--- src/rtl/utld_pkg.sv ---
// ----------------------------------------------------------------------------
// UTC to local date/time package
// Shared widths, payload structs, constants and calendar helper functions.
// ----------------------------------------------------------------------------
package utld_pkg;

    // Field widths.
    localparam int YEAR_W   = 14;
    localparam int MONTH_W  = 4;
    localparam int DAY_W    = 5;
    localparam int HOUR_W   = 5;
    localparam int MINUTE_W = 6;
    localparam int OFFSET_W = 11;
    localparam int TOTAL_W  = 13;
    localparam int TOD_W    = 11;

    // Configuration port.
    localparam int PADDR_W = 2;
    localparam int PDATA_W = 32;
    localparam logic [PADDR_W-1:0] ADDR_UTC_OFFSET = 2'd0;

    // Cycles from the accepting edge to the edge that takes the result.
    localparam int PIPE_LATENCY = 4;

    // Time constants.
    localparam logic [TOD_W-1:0] MIN_PER_HOUR = 11'd60;
    localparam logic signed [TOTAL_W-1:0] MIN_PER_DAY = 13'sd1440;
    localparam logic signed [TOTAL_W-1:0] MIN_TWO_DAYS = 13'sd2880;

    // Division of a minute count below one day by 60: (t * 1093) >> 16.
    localparam logic [TOD_W-1:0] HOUR_RECIP = 11'd1093;
    localparam int HOUR_SHIFT = 16;

    // A year is a multiple of 25 exactly when year * inv(25) mod 2^14 does
    // not exceed floor((2^14 - 1) / 25).
    localparam logic [YEAR_W-1:0] INV25       = 14'd7209;
    localparam logic [YEAR_W-1:0] DIV25_LIMIT = 14'd655;

    // Month codes.
    localparam logic [MONTH_W-1:0] MONTH_JAN = 4'd1;
    localparam logic [MONTH_W-1:0] MONTH_FEB = 4'd2;
    localparam logic [MONTH_W-1:0] MONTH_MAR = 4'd3;
    localparam logic [MONTH_W-1:0] MONTH_APR = 4'd4;
    localparam logic [MONTH_W-1:0] MONTH_MAY = 4'd5;
    localparam logic [MONTH_W-1:0] MONTH_JUN = 4'd6;
    localparam logic [MONTH_W-1:0] MONTH_JUL = 4'd7;
    localparam logic [MONTH_W-1:0] MONTH_AUG = 4'd8;
    localparam logic [MONTH_W-1:0] MONTH_SEP = 4'd9;
    localparam logic [MONTH_W-1:0] MONTH_OCT = 4'd10;
    localparam logic [MONTH_W-1:0] MONTH_NOV = 4'd11;
    localparam logic [MONTH_W-1:0] MONTH_DEC = 4'd12;

    // Input beat.
    typedef struct packed {
        logic [YEAR_W-1:0]   utc_year;
        logic [MONTH_W-1:0]  utc_month;
        logic [DAY_W-1:0]    utc_day;
        logic [HOUR_W-1:0]   utc_hour;
        logic [MINUTE_W-1:0] utc_minute;
    } utc_stamp_t;

    // Result beat.
    typedef struct packed {
        logic [YEAR_W-1:0]   local_year;
        logic [MONTH_W-1:0]  local_month;
        logic [DAY_W-1:0]    local_day;
        logic [HOUR_W-1:0]   local_hour;
        logic [MINUTE_W-1:0] local_minute;
    } local_stamp_t;

    // Calendar date carried through the pipeline.
    typedef struct packed {
        logic [YEAR_W-1:0]  year;
        logic [MONTH_W-1:0] month;
        logic [DAY_W-1:0]   day;
    } date_t;

    // Days in a month; codes outside January to December count as 31 days.
    function automatic logic [DAY_W-1:0] month_len(input logic [MONTH_W-1:0] m,
                                                   input logic leap);
        logic [DAY_W-1:0] len;
        begin
            unique case (m)
                MONTH_FEB: len = leap ? 5'd29 : 5'd28;
                MONTH_APR, MONTH_JUN, MONTH_SEP, MONTH_NOV: len = 5'd30;
                default: len = 5'd31;
            endcase
            return len;
        end
    endfunction

    // Advance a date by one day. The leap flag belongs to the input year; it
    // stays right because the year only changes when the month becomes January.
    function automatic date_t date_next(input date_t d, input logic leap);
        date_t r;
        logic [DAY_W:0] day_inc;
        begin
            r = d;
            day_inc = {1'b0, d.day} + 6'd1;
            if (day_inc > {1'b0, month_len(d.month, leap)})
            begin
                r.day = 5'd1;
                if (d.month >= MONTH_DEC)
                begin
                    r.month = MONTH_JAN;
                    r.year  = d.year + 14'd1;
                end
                else
                begin
                    r.month = d.month + 4'd1;
                end
            end
            else
            begin
                r.day = day_inc[DAY_W-1:0];
            end
            return r;
        end
    endfunction

    // Step a date back by one day; day 0 or 1 borrows from the previous month.
    function automatic date_t date_prev(input date_t d, input logic leap);
        date_t r;
        begin
            r = d;
            if (d.day <= 5'd1)
            begin
                if (d.month <= MONTH_JAN)
                begin
                    r.month = MONTH_DEC;
                    r.year  = d.year - 14'd1;
                end
                else
                begin
                    r.month = d.month - 4'd1;
                end
                r.day = month_len(r.month, leap);
            end
            else
            begin
                r.day = d.day - 5'd1;
            end
            return r;
        end
    endfunction

endpackage

--- src/rtl/utld_cfg_regs.sv ---
// ----------------------------------------------------------------------------
// UTC offset configuration register
// APB register bank holding the signed time-zone offset in minutes.
// ----------------------------------------------------------------------------
module utld_cfg_regs (
    input  logic                                 clk,
    input  logic                                 rst_n,
    input  logic                                 psel,
    input  logic                                 penable,
    input  logic                                 pwrite,
    input  logic [utld_pkg::PADDR_W-1:0]         paddr,
    input  logic [utld_pkg::PDATA_W-1:0]         pwdata,
    output logic [utld_pkg::PDATA_W-1:0]         prdata,
    output logic                                 pready,
    output logic signed [utld_pkg::OFFSET_W-1:0] utc_offset
);

    logic signed [utld_pkg::OFFSET_W-1:0] offset_reg;
    logic signed [utld_pkg::OFFSET_W-1:0] offset_next;
    logic                                 wr_hit;

    // The register accepts every access without wait states.
    assign pready = 1'b1;

    // Write decode for the access phase.
    assign wr_hit = psel && penable && pwrite && (paddr == utld_pkg::ADDR_UTC_OFFSET);

    always_comb
    begin
        offset_next = offset_reg;
        if (wr_hit)
        begin
            offset_next = pwdata[utld_pkg::OFFSET_W-1:0];
        end
    end

    always_ff @(posedge clk or negedge rst_n)
    begin
        if (!rst_n)
        begin
            offset_reg <= '0;
        end
        else
        begin
            offset_reg <= offset_next;
        end
    end

    // Read back the offset, sign-extended to the bus width.
    always_comb
    begin
        prdata = '0;
        if (psel && (paddr == utld_pkg::ADDR_UTC_OFFSET))
        begin
            prdata = {{(utld_pkg::PDATA_W - utld_pkg::OFFSET_W){offset_reg[utld_pkg::OFFSET_W-1]}},
                      offset_reg};
        end
    end

    assign utc_offset = offset_reg;

endmodule

--- src/rtl/utc_to_local_date_time.sv ---
// ----------------------------------------------------------------------------
// UTC to local date/time converter
// Adds a signed time-zone offset to a UTC timestamp and carries the result
// across day, month and year boundaries on the Gregorian calendar.
// ----------------------------------------------------------------------------
// Usage:
// - Program the offset in minutes over the APB port (address 0) while no beat
//   is in flight. It resets to 0, so after reset the output equals the input.
// - Drive a UTC timestamp on utc_stamp and pulse start. busy stays low, so a
//   beat is taken at every edge where start is high, one beat per cycle.
// - Each beat gives exactly one result on local_stamp, marked by done for
//   one cycle.
// - Four register stages set the latency: minute-of-day sum and year
//   divisibility product, day carry decision, date step and hour division,
//   minute remainder into the output register.
// - The receiver cannot stall; results appear in the order the beats came.
// - Reset clears the valid bits of every stage, dropping beats in flight.
// ----------------------------------------------------------------------------
module utc_to_local_date_time (
    input  logic                         clk,
    input  logic                         rst_n,
    input  logic                         psel,
    input  logic                         penable,
    input  logic                         pwrite,
    input  logic [utld_pkg::PADDR_W-1:0] paddr,
    input  logic [utld_pkg::PDATA_W-1:0] pwdata,
    output logic [utld_pkg::PDATA_W-1:0] prdata,
    output logic                         pready,
    input  logic                         start,
    output logic                         busy,
    input  utld_pkg::utc_stamp_t         utc_stamp,
    output logic                         done,
    output utld_pkg::local_stamp_t       local_stamp
);

    typedef enum logic [1:0] {
        ADJ_NONE   = 2'd0,
        ADJ_BORROW = 2'd1,
        ADJ_CARRY1 = 2'd2,
        ADJ_CARRY2 = 2'd3
    } adj_t;

    logic signed [utld_pkg::OFFSET_W-1:0] utc_offset;
    logic                                 accept;

    // Stage 1 signals.
    logic [utld_pkg::TOD_W-1:0]           hm_s1;
    logic signed [utld_pkg::TOTAL_W-1:0]  total_s1;
    logic [2*utld_pkg::YEAR_W-1:0]        yprod_s1;
    logic                                 v1_reg;
    utld_pkg::date_t                      date1_reg;
    logic signed [utld_pkg::TOTAL_W-1:0]  total1_reg;
    logic [utld_pkg::YEAR_W-1:0]          yprod1_reg;

    // Stage 2 signals.
    logic                                 div25_s2;
    logic                                 leap_s2;
    adj_t                                 adj_s2;
    logic signed [utld_pkg::TOTAL_W-1:0]  tod_wide_s2;
    logic                                 v2_reg;
    utld_pkg::date_t                      date2_reg;
    logic                                 leap2_reg;
    adj_t                                 adj2_reg;
    logic [utld_pkg::TOD_W-1:0]           tod2_reg;

    // Stage 3 signals.
    utld_pkg::date_t                      date_s3;
    logic [2*utld_pkg::TOD_W-1:0]         hprod_s3;
    logic                                 v3_reg;
    utld_pkg::date_t                      date3_reg;
    logic [utld_pkg::TOD_W-1:0]           tod3_reg;
    logic [utld_pkg::HOUR_W-1:0]          hour3_reg;

    // Stage 4 signals.
    logic [utld_pkg::TOD_W-1:0]           minute_s4;
    logic                                 done_reg;
    utld_pkg::local_stamp_t               out_reg;

    utld_cfg_regs u_cfg_regs (
        .clk        (clk),
        .rst_n      (rst_n),
        .psel       (psel),
        .penable    (penable),
        .pwrite     (pwrite),
        .paddr      (paddr),
        .pwdata     (pwdata),
        .prdata     (prdata),
        .pready     (pready),
        .utc_offset (utc_offset)
    );

    // The pipeline takes a beat in every cycle.
    assign busy   = 1'b0;
    assign accept = start && !busy;

    // Stage 1: minutes past midnight plus offset, and the year times inv(25).
    always_comb
    begin
        hm_s1 = utld_pkg::TOD_W'(utc_stamp.utc_hour) * utld_pkg::MIN_PER_HOUR
              + utld_pkg::TOD_W'(utc_stamp.utc_minute);
        total_s1 = $signed({2'b00, hm_s1})
                 + $signed({{(utld_pkg::TOTAL_W - utld_pkg::OFFSET_W){utc_offset[utld_pkg::OFFSET_W-1]}},
                            utc_offset});
        yprod_s1 = (2*utld_pkg::YEAR_W)'(utc_stamp.utc_year)
                 * (2*utld_pkg::YEAR_W)'(utld_pkg::INV25);
    end

    always_ff @(posedge clk or negedge rst_n)
    begin
        if (!rst_n)
        begin
            v1_reg <= 1'b0;
        end
        else
        begin
            v1_reg <= accept;
        end
    end

    always_ff @(posedge clk)
    begin
        if (accept)
        begin
            date1_reg.year  <= utc_stamp.utc_year;
            date1_reg.month <= utc_stamp.utc_month;
            date1_reg.day   <= utc_stamp.utc_day;
            total1_reg      <= total_s1;
            yprod1_reg      <= yprod_s1[utld_pkg::YEAR_W-1:0];
        end
    end

    // Stage 2: leap year flag, day carry or borrow, and the wrapped minute count.
    always_comb
    begin
        div25_s2 = (yprod1_reg <= utld_pkg::DIV25_LIMIT);
        leap_s2  = ((date1_reg.year[1:0] == 2'd0) && !div25_s2)
                || ((date1_reg.year[3:0] == 4'd0) && div25_s2);
        priority if (total1_reg < 0)
        begin
            adj_s2      = ADJ_BORROW;
            tod_wide_s2 = total1_reg + utld_pkg::MIN_PER_DAY;
        end
        else if (total1_reg >= utld_pkg::MIN_TWO_DAYS)
        begin
            adj_s2      = ADJ_CARRY2;
            tod_wide_s2 = total1_reg - utld_pkg::MIN_TWO_DAYS;
        end
        else if (total1_reg >= utld_pkg::MIN_PER_DAY)
        begin
            adj_s2      = ADJ_CARRY1;
            tod_wide_s2 = total1_reg - utld_pkg::MIN_PER_DAY;
        end
        else
        begin
            adj_s2      = ADJ_NONE;
            tod_wide_s2 = total1_reg;
        end
    end

    always_ff @(posedge clk or negedge rst_n)
    begin
        if (!rst_n)
        begin
            v2_reg <= 1'b0;
        end
        else
        begin
            v2_reg <= v1_reg;
        end
    end

    always_ff @(posedge clk)
    begin
        if (v1_reg)
        begin
            date2_reg <= date1_reg;
            leap2_reg <= leap_s2;
            adj2_reg  <= adj_s2;
            tod2_reg  <= tod_wide_s2[utld_pkg::TOD_W-1:0];
        end
    end

    // Stage 3: step the date and divide the minute count by 60.
    always_comb
    begin
        unique case (adj2_reg)
            ADJ_BORROW: date_s3 = utld_pkg::date_prev(date2_reg, leap2_reg);
            ADJ_CARRY1: date_s3 = utld_pkg::date_next(date2_reg, leap2_reg);
            ADJ_CARRY2: date_s3 = utld_pkg::date_next(
                                      utld_pkg::date_next(date2_reg, leap2_reg), leap2_reg);
            default:    date_s3 = date2_reg;
        endcase
        hprod_s3 = (2*utld_pkg::TOD_W)'(tod2_reg) * (2*utld_pkg::TOD_W)'(utld_pkg::HOUR_RECIP);
    end

    always_ff @(posedge clk or negedge rst_n)
    begin
        if (!rst_n)
        begin
            v3_reg <= 1'b0;
        end
        else
        begin
            v3_reg <= v2_reg;
        end
    end

    always_ff @(posedge clk)
    begin
        if (v2_reg)
        begin
            date3_reg <= date_s3;
            tod3_reg  <= tod2_reg;
            hour3_reg <= hprod_s3[utld_pkg::HOUR_SHIFT +: utld_pkg::HOUR_W];
        end
    end

    // Stage 4: minute remainder and the output register.
    always_comb
    begin
        minute_s4 = tod3_reg - utld_pkg::TOD_W'(hour3_reg) * utld_pkg::MIN_PER_HOUR;
    end

    always_ff @(posedge clk or negedge rst_n)
    begin
        if (!rst_n)
        begin
            done_reg <= 1'b0;
        end
        else
        begin
            done_reg <= v3_reg;
        end
    end

    always_ff @(posedge clk)
    begin
        if (v3_reg)
        begin
            out_reg.local_year   <= date3_reg.year;
            out_reg.local_month  <= date3_reg.month;
            out_reg.local_day    <= date3_reg.day;
            out_reg.local_hour   <= hour3_reg;
            out_reg.local_minute <= minute_s4[utld_pkg::MINUTE_W-1:0];
        end
    end

    assign done        = done_reg;
    assign local_stamp = out_reg;

endmodule

--- config.mk ---
export PLATFORM = sky130hd
export DESIGN_NAME = utc_to_local_date_time
export DESIGN_NICKNAME = d
export VERILOG_FILES = /design/src/rtl/utld_pkg.sv /design/src/rtl/utld_cfg_regs.sv /design/src/rtl/utc_to_local_date_time.sv
export SDC_FILE = /design/constraint.sdc
export NUM_CORES = 1
export LEC_CHECK = 0
export BUFFER_PORTS_ARGS = -buffer_cell sky130_fd_sc_hd__buf_2
export CELL_PAD_IN_SITES_DETAIL_PLACEMENT = 1
export CELL_PAD_IN_SITES_GLOBAL_PLACEMENT = 1
export CORE_UTILIZATION = 51
export CTS_CLUSTER_SIZE = 20
export DETAILED_ROUTE_END_ITERATION = 6
export PLACE_DENSITY = 0.84
export SLEW_MARGIN = 20
export SYNTH_ARGS = -nofsm -noshare
export SYNTH_HDL_FRONTEND = slang
export SYNTH_SLANG_ARGS = --single-unit
--- constraint.sdc ---
create_clock -name clk -period 15.4 [get_ports clk]
set_input_delay 0.77 -clock clk [delete_from_list [all_inputs] [get_ports clk]]
set_output_delay 0.77 -clock clk [all_outputs]
set_load 0.02 [all_outputs]
==> out/metrics.yaml, run 1 <==
status: "finished clean"
number_of_antenna_violations_at_the_first_check_in_global_routing: 0
vias_per_cell: 5.91
worst-slew-pin-transition_ns: 0.751
synth.distinct_cells: 84
grt_first_pass_wirelength_um: 47200
cts_inserted_buffers: 17
tritoncts_clock_tree: "built"
wl_per_cell_um: 20.0
postSynthAreaPerCell_um2: 11.0
synth_sequential_area_ratio_pct: 41.3
fin_tns_setup_ns: 0
regToRegSetupSlack_ns: 8.64
syn2layout_area_growth_pct: 10.5
r2r-start: "date2_reg[5]"
hold_buffers: 0
total_leakage_power_nw: 5.71
worstSetupStartpointType: "register"
synth_edf_count: 151
timing_max_transition_violations_final: 0
floorplan.io_pins: 143
final_antenna_net_count: 0
cts_repair_resize_count: 0
timing.max_cap.violations: 0
postSynthCellCount: 1082
num_vias: 8651
grt_pass1_vias: 9074
end_kind: "register"
cp_slowest_cell: "sky130_fd_sc_hd__edfxtp_1"
dp_hpwl_um: 22100
worst_skew_late_latency_ns: 0.44
starting_drt_drc_count: 489
largest_register_ff_count: 34
period_share_pct: 43.9
clock_skew_ns: 0.0133
timing.final.ws_setup_ns: 8.64
grt_overflow_total: 0
post_cts.repair.setup_buffers: 0
timing_worst_setup_path_type: "register to register"
chipHeight_um: 155
proportion_of_register_bits_with_asynchronous_set_or_reset_after_synthesis_pct: 9.04
drt_wl_total_um: 29300
mappedNetlistNets: 1337
routabilityCongestion: 0.882
die_width_um: 155
cp_slowest_stage_delay_ns: 0.55
reg2reg_to: "date3_reg[15]"
synth_top_flop_cell: "sky130_fd_sc_hd__edfxtp_1"
grt.total_usage_pct: 25.6
num_rows: 55
max_slew_margin_pct: 49.8
post-route-drc-count: 0
place_ws_ns: 8.74
coreArea_um2: 22700
finish.utilization_pct: 57.8
path_clk_slew_ns: 0.07
initial_core_util_pct: 52.3
cts_sinks: 166
buffer_ports.inserted: 119
cell_area_after_technology_mapping_um2: 11900
final_period_minus_worst_setup_slack_ns: 6.76
rsz_0062_raised_after_global_routing: "no"
setup_viol: 0
powerDensity_nw_per_um2: 168
worstSetupEndpoint: "date3_reg[15]"
stdcell_count: 1464
multi_input_gate_area_um2: 6160
ys_seq_elements: 166
dr.pass1.iters: 5
hold_class: "input port to asynchronous set/reset pin"
reg2regPathDepth: 26
h-tree-depth: 4
dieArea_um2: 23900
crit_required_ns: 15.57
worst_path_maximum_fanout: 20
max-clock-path-buffers: 2
grt_max_degree: 48
worst_ir_drop_vdd_v: 0.0000838
crit_path_start: "date2_reg[5]"
cp_data_arrival_time_ns: 6.93
ys.warnings.count: 0
clockRootBuffer: "sky130_fd_sc_hd__clkbuf_16"
place.detailed.instances: 1432
fillCellCount: 2469
fmax_ghz: 0.148
antenna_cells_inserted: 0
layout.nets: 1421
layout.area.seq_um2: 4910
design_power_total_mw: 2.21
layout-drive-gt1-share_pct: 16.2
report.final.hold_viol_count: 0
-- power breakdown --
part	total [mW]	internal [mW]	switching, mW	leakage, nW
registers	0.727	0.642	0.0845	1.66
clock network	0.429	0.242	0.187	0.273
logic	1.05	0.446	0.604	3.78
total	2.21	1.33	0.876	5.71
-- cell usage after synthesis (all sizes together), types with 21 or more instances --
cell    instances  area [µm²]
fa             27         541
nor3           28         156
inv           123         462
ha            154        1930
xor2           21         184
edfxtp        151        4530
a21oi          48         248
xnor2          56         490
nand2          54         205
o21ai          45         225
nor2           45         169
buf            38         258
clkbuf         22        82.6
-- final cells by class --
class	count	area share, %
clock buffer	20	3.33
multi-input combinational	732	47.0
timing repair buffer	125	4.90
clock inverter	12	1.12
tap	285	2.72
sequential	166	37.4
inverter	124	3.55
-- cells by family (layout without fill, tap and decap cells) --
| group | count (synthesis) | in the layout | share of synthesized area (%) |
|---|---|---|---|
| other cells | 2 | 2 | 0.0632 |
| flops | 166 | 166 | 41.3 |
| compound gates | 209 | 209 | 12.3 |
| buf+inv | 184 | 281 | 6.79 |
| xor+xnor | 77 | 77 | 5.68 |
| simple gates | 241 | 241 | 10.8 |
| mux | 22 | 22 | 2.22 |
| fa+ha+maj | 181 | 181 | 20.8 |
-- worst min-delay path by stage --
stage | from | endpoint | cells after the start
after floorplan | date1_reg[0] | date2_reg[0] | 0
after global placement | v1_reg | v2_reg | 0
after detailed placement | v1_reg | v2_reg | 0
after CTS | rst_n | u_cfg_regs.utc_offset[0] | 1
after global routing | rst_n | u_cfg_regs.utc_offset[2] | 1
final | rst_n | u_cfg_regs.utc_offset[6] | 1
-- critical path: cells and delay by family, from the launching register on --
family,cells,cell delay [ns]
AOI/OAI and AO/OA,12,3.08
xor gates and xnor gates,1,0.17
adders and majority gates,4,0.99
buffers and inverters,3,0.65
DFF,1,0.55
muxes,1,0.18
and+or+nand+nor,5,0.83
-- layout by cell type, fill, tap and decap left out, drive strengths merged, types with 10 or more instances in the layout --
master,Yosys,routed
buf,38,125
and3,15,15
nand3,20,20
nand4,12,12
dfrtp,15,15
inv,123,126
fa,27,27
and2,20,20
xor2,21,21
xnor2,56,56
or3,10,10
o21ai,45,45
nand2,54,54
a21o,14,14
edfxtp,151,151
mux2,15,15
a21oi,48,48
clkbuf,22,20
nor2,45,45
nor3,28,28
ha,154,154
-- routing by layer --
layer,up-vias,routed length (µm),GRT usage [%]
li1,4057,-,-
met1,4265,12000,30.4
met2,270,15100,46.2
met3,59,1210,4.40
met4,0,967,10.1
met5,-,0,0
-- stage by stage --
step | hold slack [ns] | area (µm²)
6_report | 0.235 | 13100
5_1_grt | 0.257 | 13100
4_1_cts | 0.239 | 13100
3_5_place_dp | 0.372 | 12500
3_3_place_gp | 0.356 | 12500
2_1_floorplan | 0.400 | 11900
No activity file was read; power rests on OpenSTA's default activity.
==> run 2: changes to the inputs <==
--- a/config.mk
+++ b/config.mk
@@ -8,10 +8,10 @@
 export BUFFER_PORTS_ARGS = -buffer_cell sky130_fd_sc_hd__buf_2
 export CELL_PAD_IN_SITES_DETAIL_PLACEMENT = 1
 export CELL_PAD_IN_SITES_GLOBAL_PLACEMENT = 1
-export CORE_UTILIZATION = 51
+export CORE_UTILIZATION = 47
 export CTS_CLUSTER_SIZE = 20
 export DETAILED_ROUTE_END_ITERATION = 6
-export PLACE_DENSITY = 0.84
+export PLACE_DENSITY = 0.78
 export SLEW_MARGIN = 20
 export SYNTH_ARGS = -nofsm -noshare
 export SYNTH_HDL_FRONTEND = slang
==> constraint.sdc (replaced) <==
create_clock -name clk -period 6.5 [get_ports clk]
set_input_delay 0.325 -clock clk [delete_from_list [all_inputs] [get_ports clk]]
set_output_delay 0.325 -clock clk [all_outputs]
set_load 0.02 [all_outputs]
==> out/metrics.yaml, run 2 (synthesis results as in run 1) <==
whs_ns: 0.0658  # -0.169 ns
place_ws_ns: 0.375  # -8.36 ns
hold_class: "input port to register"
layout-drive-gt1-share_pct: 17.3  # +1.1 points
cp_data_arrival_time_ns: 6.31  # -0.62 ns
dr.pass1.iters: 5  # unchanged
design_power_total_mw: 5.16  # +130%
floorplan.io_pins: 143  # unchanged
powerDensity_nw_per_um2: 389  # +130%
global_route.peak_usage_layer: "met2"
final_period_minus_worst_setup_slack_ns: 6.13  # -0.635 ns
worst_skew_late_latency_ns: 0.44  # about the same
stdcell_area_um2: 13300  # +1.2%
drt_wl_total_um: 28000  # -4.5%
switchingPower_mw: 2.05  # +130%
timing_worst_setup_path_type: "register to register"
worst_path_maximum_fanout: 20  # unchanged
worst-slew-pin-transition_ns: 1.08  # +0.324 ns
cp_slowest_stage_delay_ns: 0.49  # -0.06 ns
chipHeight_um: 161  # +4.1%
grt_pass1_vias: 8762  # -3.4%
largest_register_ff_count: 34  # unchanged
layout.nets: 1430  # +0.63%
placement_stage_cell_area_um2: 12700  # +0.97%
num_vias: 8590  # -0.71%
cts_sinks: 166  # unchanged
clock_skew_ns: 0.0120  # -0.00138 ns
setup_viol: 0  # unchanged
grt.total_usage_pct: 22.4  # -3.2 points
buffer_ports.inserted: 119  # unchanged
routabilityCongestion: 0.898  # +1.8%
total_leakage_power_nw: 5.78  # +1.2%
initial_core_util_pct: 48.4  # -3.9 points
tritoncts_clock_tree: "built"
grt_overflow_total: 0  # unchanged
post_cts.repair.setup_buffers: 0  # unchanged
timing.critical_path.cells: "inv_1 -> ha_1 -> inv_1 -> nor3_1 -> ha_1 -> nor2b_4 -> o2111a_1 -> o31a_4 -> o21ai_1 -> buf_12 -> nor3_1 -> a21oi_2 -> ha_1 -> o21ai_0 -> mux2_2 -> ha_1 -> nand2_1 -> o21ai_0 -> a2111oi_2 -> a221o_2 -> o2111ai_1 -> nor4_1 -> mux2i_1 -> nand2_1"
cts_inserted_buffers: 17  # unchanged
global_routing_usage_on_met1_pct: 28.6  # -1.8 points
grt_max_degree: 48  # unchanged
die_width_um: 161  # +4.1%
pwr-share-seq_pct: 33.3  # +0.3 points
intPower_mw: 3.12  # +130%
max-clock-path-buffers: 2  # unchanged
vias_per_cell: 5.68  # -3.9%
end_kind: "register"
h-tree-depth: 4  # unchanged
final_antenna_net_count: 0  # unchanged
timing.max_cap.violations: 0  # unchanged
clockRootBuffer: "sky130_fd_sc_hd__clkbuf_16"
syn2layout_area_growth_pct: 11.9
swShare_pct: 39.6  # -0.10 points
number_of_antenna_violations_at_the_first_check_in_global_routing: 0  # unchanged
report.final.hold_viol_count: 0  # unchanged
coreArea_um2: 24500  # +8.0%
starting_drt_drc_count: 409  # -16%
worstSetupStartpointType: "register"
critical-path-top-cell-by-count: "sky130_fd_sc_hd__ha_1"
met2_usage_pct: 39.3  # -6.8 points
dieArea_um2: 25900  # +8.4%
grt_first_pass_wirelength_um: 45600  # -3.3%
worst_ir_drop_vdd_v: 0.000185  # +120%
combinational_group_share_of_total_power_pct: 46.6  # -1.0 points
fmax_ghz: 0.163  # +10%
crit_required_ns: 6.68  # -8.89 ns
timing.final.ws_setup_ns: 0.371  # -8.27 ns
p_clk_share_pct: 20.1  # +0.6 points
met3_usage_pct: 3.00  # -1.4 points
layout.cells.most_common_list: "sky130_fd_sc_hd__ha_1 (153), sky130_fd_sc_hd__edfxtp_1 (151), sky130_fd_sc_hd__inv_1 (123), sky130_fd_sc_hd__buf_2 (119), sky130_fd_sc_hd__xnor2_1 (56)"
antenna_cells_inserted: 0  # unchanged
final_common_cell: "sky130_fd_sc_hd__ha_1"
post-route-drc-count: 0  # unchanged
wl_per_cell_um: 18.5  # -7.5%
period_share_pct: 94.3  # +50 points
cp_slowest_cell: "sky130_fd_sc_hd__nor4_1"
fin_tns_setup_ns: 0  # unchanged
dp_hpwl_um: 21100  # -4.6%
status: "finished clean"
num_rows: 57  # +3.6%
path_clk_slew_ns: 0.07  # about the same
max_slew_margin_pct: 28.3  # -22 points
timing_max_transition_violations_final: 0  # unchanged
## run 2: changes by cell type in the layout (fill, tap and decap cells not counted), moves of 2 or more
cell | previous run | this run
sky130_fd_sc_hd__buf_4 | 7 | 13
sky130_fd_sc_hd__clkbuf_1 | 3 | 0
sky130_fd_sc_hd__clkinv_4 | 4 | 1
sky130_fd_sc_hd__clkinv_8 | 0 | 4
sky130_fd_sc_hd__clkinvlp_4 | 3 | 1
sky130_fd_sc_hd__inv_6 | 2 | 5
## run 2: power groups by stage
stage                     combinational (mW)  sequential (mW)  clock (mW)
after global routing                    2.77             1.75        1.09
after floorplan                         1.80             1.69           0
final                                   2.40             1.72        1.04
after detailed placement                2.42             1.74           0
after global placement                  2.28             1.73           0
after CTS                               2.44             1.72        1.06
## run 2: layer usage
metal	share of wire, %	wire (µm)	vias up
met4	2.2	624	0
li1	-	-	4070
met3	4.6	1280	39
met5	0	0	-
met1	43	12100	4225
met2	50	14000	256
## run 2: critical path: cells and delay by family, from the launching register on
family,cells,cell delay (ns)
AOI/OAI and AO/OA,9,2.33
adders and majority gates,4,1.05
and+or+nand+nor,6,1.03
muxes,2,0.58
buffers and inverters,3,0.49
DFF,1,0.39
## run 2: metrics by stage
step           util, %  cells
2_1_floorplan        -   1082
3_3_place_gp      51.6   1479
3_5_place_dp      51.6   1479
4_1_cts           54.1   1512
5_1_grt           54.1   1512
6_report          54.1   1512
## run 2: final cells by class
cell class / count / area (µm²)
sequential: 166 / 4910
tap: 324 / 405
timing repair buffer: 134 / 723
clock inverter: 15 / 183
multi-input combinational: 732 / 6170
inverter: 124 / 465
fill: 2712 / 11300
clock buffer: 17 / 425
## run 2: path summary, 6_finish.rpt
kind / from / endpoint / slack (ns) / cells past startpoint
max: date2_reg[5] / date3_reg[21] / 0.37 / 24
min: utc_stamp[18] / date1_reg[7] / 0.07 / 1
max reg2reg: date2_reg[5] / date3_reg[21] / 0.37 / 24
min reg2reg: v3_reg / done / 0.38 / 0
max in group asynchronous: rst_n / done / 5.85 / 2
min in group asynchronous: rst_n / u_cfg_regs.utc_offset[8] / 0.36 / 2
## run 2: timing repair
| action | 4_1_cts | 5_1_grt |
|---|---|---|
| hold buffers | 1 | 0 |
| gates resized for setup | 0 | 4 |
| endpoints found under the hold margin | 15 | 0 |
| setup endpoints to repair | 0 | 10 |
